<file path="src/design/swtc_pkg.sv">
// ----------------------------------------------------------------------------
// swtc_pkg
// shared constants and types for the sliding window tile cache
// ----------------------------------------------------------------------------
package swtc_pkg;

  localparam int RANGE_DEF = 3;
  localparam int COORD_W   = 24;
  localparam int CAM_W     = 32;
  localparam int SPAN_W    = 31;
  localparam int SLOT_W    = 8;
  localparam int ACT_W     = 2;

  localparam logic [ACT_W-1:0] ACT_LOAD   = 2'd0;
  localparam logic [ACT_W-1:0] ACT_CAMERA = 2'd1;
  localparam logic [ACT_W-1:0] ACT_CENTER = 2'd2;

  localparam logic [SPAN_W-1:0] SPAN_RESET = 31'd65536;

  // controller to datapath
  typedef struct packed {
    logic capture;    // latch input beat
    logic do_load;    // slot table write
    logic do_center;  // center write
    logic div_start;  // begin camera tile division
    logic div_step;   // one quotient bit per cycle
    logic div_fix;    // floor and saturate
    logic scan_cell;  // walk one new-window cell
    logic scan_slot;  // walk one slot
    logic scan_init;  // clear counters
    logic finish;     // commit pending count and center
    logic drain_rd;   // read last queue entry
    logic drain_wr;   // write slot and present result
  } swtc_cmd_t;

  // datapath to controller
  typedef struct packed {
    logic has_pending;
    logic div_done;
    logic moved;
    logic cell_last;
    logic slot_last;
  } swtc_sts_t;

endpackage

</file>
<file path="src/design/swtc_ctrl.sv">
// ----------------------------------------------------------------------------
// swtc_ctrl
// sequencer for input beats, camera tile division, window scans and drain
// ----------------------------------------------------------------------------
module swtc_ctrl (
  input  logic                        clk,
  input  logic                        rst_n,
  input  logic                        in_valid,
  output logic                        in_stall,
  input  logic [swtc_pkg::ACT_W-1:0]  in_action,
  input  logic                        out_stall,
  output logic                        out_valid,
  output swtc_pkg::swtc_cmd_t         cmd,
  input  swtc_pkg::swtc_sts_t         sts
);
  import swtc_pkg::*;

  typedef enum logic [3:0] {
    S_IDLE, S_DECODE, S_DIV, S_FIX, S_CHECK, S_CELLS, S_SLOTS, S_FLUSH,
    S_FINISH, S_DRAIN, S_EMIT, S_OUT
  } state_t;

  state_t           state_r, state_nxt;
  logic [ACT_W-1:0] act_r;
  logic             out_valid_r, out_valid_nxt;
  logic             acc;

  assign acc       = in_valid && !in_stall;
  assign in_stall  = (state_r != S_IDLE);
  assign out_valid = out_valid_r;

  always_comb begin
    state_nxt     = state_r;
    out_valid_nxt = out_valid_r;
    cmd           = '0;
    cmd.capture   = acc;
    case (state_r)
      S_IDLE: if (acc) state_nxt = S_DECODE;
      S_DECODE: begin
        case (act_r)
          ACT_LOAD: begin
            cmd.do_load = 1'b1;
            state_nxt   = S_IDLE;
          end
          ACT_CENTER: begin
            cmd.do_center = 1'b1;
            state_nxt     = S_IDLE;
          end
          ACT_CAMERA: begin
            if (sts.has_pending) begin
              cmd.drain_rd = 1'b1;
              state_nxt    = S_EMIT;
            end else begin
              cmd.div_start = 1'b1;
              state_nxt     = S_DIV;
            end
          end
          default: state_nxt = S_IDLE;
        endcase
      end
      S_DIV: begin
        cmd.div_step = 1'b1;
        if (sts.div_done) state_nxt = S_FIX;
      end
      S_FIX: begin
        cmd.div_fix = 1'b1;
        state_nxt   = S_CHECK;
      end
      S_CHECK: begin
        // second axis is running if this is the first fix
        if (!sts.div_done) begin
          state_nxt = S_DIV;
        end else begin
          cmd.scan_init = 1'b1;
          state_nxt     = sts.moved ? S_CELLS : S_IDLE;
        end
      end
      S_CELLS: begin
        cmd.scan_cell = 1'b1;
        if (sts.cell_last) state_nxt = S_SLOTS;
      end
      S_SLOTS: begin
        cmd.scan_slot = 1'b1;
        if (sts.slot_last) state_nxt = S_FLUSH;
      end
      // last slot check lands here
      S_FLUSH: state_nxt = S_FINISH;
      S_FINISH: begin
        cmd.finish = 1'b1;
        state_nxt  = S_IDLE;
      end
      S_EMIT: begin
        cmd.drain_wr  = 1'b1;
        out_valid_nxt = 1'b1;
        state_nxt     = S_OUT;
      end
      S_OUT: begin
        if (!out_stall) begin
          out_valid_nxt = 1'b0;
          state_nxt     = S_IDLE;
        end
      end
      default: state_nxt = S_IDLE;
    endcase
  end

  always_ff @(posedge clk) begin
    if (!rst_n) begin
      state_r     <= S_IDLE;
      out_valid_r <= 1'b0;
    end else begin
      state_r     <= state_nxt;
      out_valid_r <= out_valid_nxt;
    end
    if (acc) act_r <= in_action;
  end

endmodule

</file>
<file path="config.mk">
export PLATFORM = sky130hd
export DESIGN_NAME = swtc_ctrl
export DESIGN_NICKNAME = d
export VERILOG_FILES = /design/src/design/swtc_pkg.sv /design/src/design/swtc_ctrl.sv
export SDC_FILE = /design/constraint.sdc
export NUM_CORES = 1
export LEC_CHECK = 0
export ABC_AREA = 1
export BUFFER_PORTS_ARGS = -buffer_cell sky130_fd_sc_hd__buf_2
export CORE_AREA = 4 4 41 43
export DETAILED_ROUTE_END_ITERATION = 6
export DIE_AREA = 0 0 45 47
export PLACE_DENSITY_LB_ADDON = 0.08
export SLEW_MARGIN = 10
export SYNTH_ARGS = -nofsm -noshare
export SYNTH_HDL_FRONTEND = slang
export SYNTH_SLANG_ARGS = --single-unit
</file>
<file path="constraint.sdc">
create_clock -name clk -period 1.6 [get_ports clk]
set_clock_uncertainty 0.2 [all_clocks]
set_input_delay 0.32 -clock clk [delete_from_list [all_inputs] [get_ports clk]]
set_output_delay 0.32 -clock clk [all_outputs]
set_load 0.1 [all_outputs]
</file>
==> results of run 1 <==
## Yosys cell counts
| cell type | number |
|---|---|
| nand3b_1 | 1 |
| dfxtp_1 | 5 |
| a21oi_1 | 3 |
| nor2_4 | 3 |
| nand2_1 | 20 |
| nor2_2 | 4 |
| nand2_2 | 2 |
| nand3_2 | 2 |
| inv_2 | 4 |
| o31ai_1 | 1 |
| nand3_1 | 6 |
| buf_4 | 1 |
| nor3_1 | 7 |
| o21bai_1 | 1 |
| edfxtp_1 | 2 |
| inv_1 | 15 |
| nor2_1 | 8 |
## through the flow
| step | util | worst slack [ns] |
|---|---|---|
| 3_3_place_gp | 0.869 | 0.0214 |
| 2_1_floorplan | - | -0.403 |
| 3_5_place_dp | 0.869 | -0.0445 |
## kinds of logic after synthesis
kind of cell	after synthesis
AO/OA/AOI/OAI	5
buffers and inverters	20
flip-flops	7
AND/OR/NAND/NOR	53
==> flow_metrics.py, run 1 <==
metrics = {
    "run_status": {
        "outcome": "stopped before the end",
        "lastStage": "clock tree synthesis (4_1_cts)",
        "error_line": "[ERROR DPL-0033] detailed placement checks failed during check placement.",
    },
    "yosys": {
        "ys_ff_latch": 7,
        "synth_cell_types": 17,
        "synth_compound_area_frac": 0.0558,
        "syn_avg_cell_area_um2": 6.33,
        "syn_nets": 96,
        "yosys_warnings": 0,
        "syn_area_um2": 538,
        "synth_top_cell_by_area": "dfxtp_1",
        "synthMuxAreaShare": 0,
        "yosysSeqAreaShare": 0.298,
        "synthCells": 85,
        "synth.area.top_cells": "dfxtp_1 (19%), nand2_1 (14%), edfxtp_1 (11%)",
        "synth_fa_ha_area_frac": 0,
        "synth_top_family_by_area": "simple AND/OR/NAND/NOR gates",
        "synth_xor_area_frac": 0,
        "yosys.area_share.simple": 0.500,
        "synthDominantCellAreaShare": 0.186,
    },
    "placement": {
        "dp_hpwl_mm": 1.70,
        "gp_congestion": 0.822,
        "place_area_um2": 1130,
        "io_buffer_count": 24,
        "placed_cells": 137,
    },
    "floorplan": {
        "num_rows": 13,
        "start_util": 0.413,
        "floorplan.die.height_um": 47,
        "die_w_um": 45,
        "pin_count": 25,
    },
    "clocking": {
        "cts_sinks": 7,
        "post_cts.repair.setup_buffers": 9,
        "postCtsResizedCells": 15,
        "numCtsBuffers": 3,
        "cts_buffer_depth": 2,
        "root_buffer": "clkbuf_4",
        "hold_buffers": 0,
        "cts_max_level": 1,
    },
}
==> run 2: changes to the inputs <==
--- a/config.mk
+++ b/config.mk
@@ -7,10 +7,10 @@
 export LEC_CHECK = 0
 export ABC_AREA = 1
 export BUFFER_PORTS_ARGS = -buffer_cell sky130_fd_sc_hd__buf_2
-export CORE_AREA = 4 4 41 43
+export CORE_AREA = 4 4 65 67
 export DETAILED_ROUTE_END_ITERATION = 6
-export DIE_AREA = 0 0 45 47
-export PLACE_DENSITY_LB_ADDON = 0.08
+export DIE_AREA = 0 0 69 71
+export PLACE_DENSITY_LB_ADDON = 0.15
 export SLEW_MARGIN = 10
 export SYNTH_ARGS = -nofsm -noshare
 export SYNTH_HDL_FRONTEND = slang
==> flow_metrics.py, run 2 <==
metrics = {
    "power_and_ir_drop": {
        "seqPwrFrac": 0.129,
        "combinationalPowerShare": 0.770,
        "switchingPower_mw": 1.30,
        "power.leakage_nw": 0.656,
        "ir_drop_mv": 0.721,
        "p_int_mw": 1.26,
        "sw_frac_of_total": 0.508,
        "p_clk_frac": 0.101,
        "p_per_area_nw_per_um2": 1800,
    },
    "placement": {
        "pre_cts_slack_ns": -0.00383,
        "placed_cells": 172,
        "io_buffer_count": 24,
        "gp_congestion": 0.856,
        "dp_hpwl_mm": 1.57,
    },
    "yosys": {
        "synthFlopType": "dfxtp_1",
        "synth_top_cell_by_area": "dfxtp_1",
        "synthCells": 85,
        "synth_commonest_cells": "nand2_1 (20), inv_1 (15), nor2_1 (8)",
        "synth_compound_area_frac": 0.0558,
        "synth_cell_types": 17,
        "async_flop_share": 0,
        "syn_avg_cell_area_um2": 6.33,
        "ys_ff_latch": 7,
        "synth_top_family_by_area": "simple AND/OR/NAND/NOR gates",
        "synth_xor_area_frac": 0,
        "yosys_warnings": 0,
        "syn_nets": 96,
        "yosys.area_share.simple": 0.500,
        "synthDominantCellAreaShare": 0.186,
        "synth.area.top_cells": "dfxtp_1 (19%), nand2_1 (14%), edfxtp_1 (11%)",
        "synth_most_common_cell": "nand2_1",
        "yosysSeqAreaShare": 0.298,
        "synth_edf_count": 2,
        "synthMuxAreaShare": 0,
        "synth_fa_ha_area_frac": 0,
        "syn_area_um2": 538,
    },
    "setup_path": {
        "worstPathCellList": "buf_12, nor2_4, nand2_2, clkinvlp_4, buf_12",
        "worst_path_largest_cell_delay_ns": 0.36,
        "cp.arrival_ns": 1.29,
        "critPathCaptureType": "primary output",
        "critPathKind": "flip-flop to primary output",
        "reg2regPathDepth": 11,
        "worstPathRequired_ns": 1.08,
        "worst_path_most_repeated_cell": "buf_12",
        "cp-start-kind": "flip-flop",
        "slowest_stage": "dfxtp_4",
        "cp_max_fo": 5,
    },
    "routing": {
        "drt-total-wl_mm": 1.94,
        "avgRoutedWirePerCell_um": 10.1,
        "vias": 733,
        "drt_iter0_markers": 12,
        "first_pass_iters": 2,
        "viasPerCell": 3.82,
        "drcViolationCount": 0,
        "drtAntennaViolNets": 0,
    },
    "timing": {
        "worst_slew_pin_slew_ns": 0.256,
        "final.min_clock_period_ns": 1.81,
        "rsz0062_at_grt": "yes",
        "setup_ws_ns": -0.213,
        "finalSetupViolations": 14,
        "hold_violations": 0,
        "max_clock_freq_mhz": 552,
        "finalCritPeriodShare": 1.13,
        "maxSlewHeadroom": 0.829,
        "setup_tns_ns": -2.22,
        "drv_slew": 0,
    },
    "floorplan": {
        "die_w_um": 69,
        "start_util": 0.148,
        "pin_count": 25,
        "num_rows": 22,
        "core_um2": 3630,
        "die-area_um2": 4900,
        "floorplan.die.height_um": 71,
    },
    "cells_and_area": {
        "drive_above_1_share": 0.750,
        "area_growth_pct": 164,
        "largest_register_ffs": 4,
        "final_cell_mix": "buf_4 (27), buf_12 (15), nand2_1 (11)",
        "final_util": 0.392,
        "layout_commonest_cell": "buf_4",
        "top_register": "state_r",
        "fin_nets": 156,
        "antenna_cells": 0,
        "final_cells": 192,
    },
    "grt": {
        "grt_pass1_wl_mm": 3.39,
        "grt_pass1_vias": 766,
        "track_usage": 0.0841,
        "grt_max_degree": 6,
        "grt-ovfl-total": 0,
        "grt_antenna_before_repair": 0,
    },
    "clocking": {
        "clock_latency_ns": 0.23,
        "cts_buffer_depth": 2,
        "tritoncts": "done",
        "cts_max_level": 1,
        "root_buffer": "clkbuf_8",
        "numCtsBuffers": 3,
        "hold_buffers": 0,
        "path_clk_slew_ns": 0.04,
        "cts_sinks": 7,
    },
    "run": {
        "cap_violations": 0,
    },
    "run_status": {
        "outcome": "complete, but fails checks",
        "violations": "setup timing",
    },
    "hold_path": {
        "hold_path_depth": 1,
        "holdCritPathClass": "input pin to flip-flop",
    },
}
==> run 2: cell counts after synthesis <==
No cell type changed its count.
==> run 2: cell families (layout without fill, tap and decap cells) <==
family	count (synthesis)	after routing
DFF	7	7
AOI/OAI and AO/OA	5	5
and+or+nand+nor	53	53
buffers and inverters	20	79
==> run 2: metrics by stage <==
stage / cell area (µm²) / power (mW) / hold WS (ns)
6_report: 1420 / 2.57 / 0.0710
5_1_grt: 1420 / 2.70 / 0.0701
4_1_cts: 1360 / 2.52 / 0.0662
3_5_place_dp: 1190 / 2.07 / 0.304
3_3_place_gp: 1190 / 2.07 / 0.307
2_1_floorplan: 676 / 1.42 / 0.217
==> run 2: critical path: cells and delay by family, from the launching register on <==
| family | cells | cell delay, ns |
|---|---|---|
| buffers and inverters | 3 | 0.40 |
| DFF | 1 | 0.36 |
| and+or+nand+nor | 2 | 0.29 |
==> run 2: power by group through the flow <==
stage                     Combinational (mW)  Clock, mW  Sequential [mW]
after detailed placement                1.75          0            0.326
after global placement                  1.74          0            0.325
after floorplan                         1.05          0            0.363
after global routing                    2.08      0.279            0.339
after CTS                               1.91      0.271            0.333
final                                   1.98      0.259            0.330
==> run 2: final cells by class <==
cell class                      instances  area (µm²)
Timing Repair Buffer                   56         598
Sequential cell                         7         175
Multi-Input combinational cell         58         449
Clock buffer                            4        45.0
Fill cell                             385        2210
Inverter                               19        95.1
Tap cell                               48        60.1
==> run 2: per-layer routing <==
metal,part of all wire,vias to the layer above,global-route usage
met4,0,0,0.0130
met2,0.49,19,0.146
met3,0.060,0,0.0384
li1,-,381,-
met1,0.45,333,0.0964
met5,0,-,0
==> run 2: repair_timing <==
| action | 4_1_cts | 5_1_grt |
|---|---|---|
| resized for setup | 12 | 8 |
| pin swaps | 9 | 10 |
| endpoints found under the setup margin | 13 | 16 |
| setup buffers | 11 | 6 |
==> run 2: worst paths after layout <==
kind | from | to | slack (ns)
setup / recovery | state_r[0]$_SDFFE_PN0P_ | cmd[0] | -0.21
hold / removal | in_action[1] | act_r[1]$_DFFE_PP_ | 0.07
setup reg to reg | state_r[0]$_SDFFE_PN0P_ | state_r[3]$_SDFFE_PN0P_ | -0.06
hold reg to reg | out_valid$_SDFFE_PN0P_ | out_valid$_SDFFE_PN0P_ | 0.31
Note: power is estimated with default switching activity, not from simulation.
==> run 3: changes to the inputs <==
--- a/config.mk
+++ b/config.mk
@@ -11,6 +11,7 @@
 export DETAILED_ROUTE_END_ITERATION = 6
 export DIE_AREA = 0 0 69 71
 export PLACE_DENSITY_LB_ADDON = 0.15
+export REMOVE_ABC_BUFFERS = 1
 export SLEW_MARGIN = 10
 export SYNTH_ARGS = -nofsm -noshare
 export SYNTH_HDL_FRONTEND = slang
==> flow_metrics.py, run 3 (same netlist as run 2, synthesis figures left out) <==
metrics = {
    "floorplan": {
        "pin_count": 25,
        "start_util": 0.148,
        "die_w_um": 69,
        "num_rows": 22,
        "core_um2": 3630,
        "floorplan.die.height_um": 71,
        "die-area_um2": 4900,
    },
    "setup_path": {
        "cp.arrival_ns": 1.28,
        "cp-start-kind": "flip-flop",
        "critPathKind": "flip-flop to primary output",
        "cp_max_fo": 4,
        "worstPathRequired_ns": 1.08,
        "critPathCaptureType": "primary output",
        "reg2regPathDepth": 9,
    },
    "placement": {
        "io_buffer_count": 24,
        "dp_hpwl_mm": 1.53,
        "pre_cts_slack_ns": -0.0855,
        "gp_congestion": 0.777,
    },
    "grt": {
        "track_usage": 0.0855,
        "grt_pass1_wl_mm": 3.30,
        "grt_max_degree": 6,
        "grt_pass1_vias": 763,
        "grt_antenna_before_repair": 0,
        "grt-ovfl-total": 0,
    },
    "routing": {
        "vias": 729,
        "drtAntennaViolNets": 0,
        "first_pass_iters": 4,
        "viasPerCell": 3.82,
        "drt_iter0_markers": 4,
        "drt-total-wl_mm": 1.99,
        "drcViolationCount": 0,
        "avgRoutedWirePerCell_um": 10.4,
    },
    "clocking": {
        "path_clk_slew_ns": 0.05,
        "cts_sinks": 7,
        "tritoncts": "done",
        "root_buffer": "clkbuf_8",
        "numCtsBuffers": 3,
        "cts_buffer_depth": 2,
        "clock_latency_ns": 0.24,
        "cts_max_level": 1,
    },
    "timing": {
        "maxSlewHeadroom": 0.846,
        "max_clock_freq_mhz": 556,
        "hold_violations": 0,
        "rsz0062_at_grt": "yes",
        "finalCritPeriodShare": 1.12,
        "worst_slew_pin_slew_ns": 0.229,
        "setup_ws_ns": -0.197,
        "finalSetupViolations": 13,
        "drv_slew": 0,
        "final.min_clock_period_ns": 1.80,
    },
    "cells_and_area": {
        "final_cell_mix": "buf_4 (28), nand2_1 (14), buf_12 (14)",
        "top_register": "state_r",
        "layout_commonest_cell": "buf_4",
        "area_growth_pct": 150,
        "n_fill_cell": 389,
        "drive_above_1_share": 0.727,
        "fin_nets": 155,
        "largest_register_ffs": 4,
        "antenna_cells": 0,
    },
    "hold_path": {
        "holdCritPathClass": "input pin to flip-flop",
        "hold_path_depth": 1,
    },
    "power_and_ir_drop": {
        "p_per_area_nw_per_um2": 1770,
        "ir_drop_mv": 0.590,
        "total_power_mw": 2.38,
        "power.leakage_nw": 0.677,
    },
    "run_status": {
        "violations": "setup timing",
        "outcome": "complete, but fails checks",
    },
    "run": {
        "cap_violations": 0,
    },
}
## run 3: cell types whose count changed in the layout (fill, tap and decap cells not counted), sizes merged
cell	previous run	this run
clkinv	0	1
clkbuf	4	3
buf	56	55
clkinvlp	5	0
inv	14	19
## run 3: path summary, 6_finish.rpt
check / startpoint / to / slack, ns
max: state_r[3]$_SDFFE_PN0P_ / cmd[10] / -0.20
min: in_action[1] / act_r[1]$_DFFE_PP_ / 0.07
max reg2reg: state_r[0]$_SDFFE_PN0P_ / state_r[0]$_SDFFE_PN0P_ / 0.06
min reg2reg: out_valid$_SDFFE_PN0P_ / out_valid$_SDFFE_PN0P_ / 0.34
## run 3: layout make-up
cell class	instances	area, µm²	area share
clock buffer	3	41.3	0.0306
tap	48	60.1	0.0446
multi-input combinational	58	413	0.306
clock inverter	1	5.00	0.00371
sequential	7	175	0.130
timing repair buffer	55	574	0.426
inverter	19	78.8	0.0585
## run 3: power by group
| part | total, mW | leakage (nW) | switching [mW] | internal, mW |
|---|---|---|---|---|
| registers | 0.326 | 0.0625 | 0.0720 | 0.254 |
| logic | 1.80 | 0.589 | 1.08 | 0.716 |
| clock network | 0.259 | 0.0255 | 0.0892 | 0.170 |
## run 3: worst max-delay path, cell delays in order, from the launching register on
cell     delay (ns)
dfxtp_4        0.37
nor2_4         0.16
nand2_4        0.10
nor3_2         0.11
buf_4          0.14
buf_12         0.16
## run 3: metal layers
metal,track usage,up-vias,wire (µm)
met5,0,-,0
met4,0.0260,0,25
met3,0.0384,4,123
met2,0.147,21,976
met1,0.0945,328,861
li1,-,376,-
## run 3: metrics by stage
step	hold slack, ns	util	TNS, ns	instance area [µm²]	instances
global route	0.0716	0.371	-2.82	1350	191
detailed placement	0.307	0.293	-0.359	1060	175
CTS	0.0709	0.353	-2.40	1280	190
finish	0.0726	0.371	-2.09	1350	191
global placement	0.305	0.293	-0.269	1060	175
floorplan	0.218	-	-17.46	531	84
## run 3: repair_timing
| item | in CTS | in global routing |
|---|---|---|
| resized for setup | 35 | 14 |
| hold buffers | 0 | 0 |
| pin swaps | 11 | 12 |
| setup buffers | 11 | 4 |
| setup endpoints to repair | 15 | 15 |
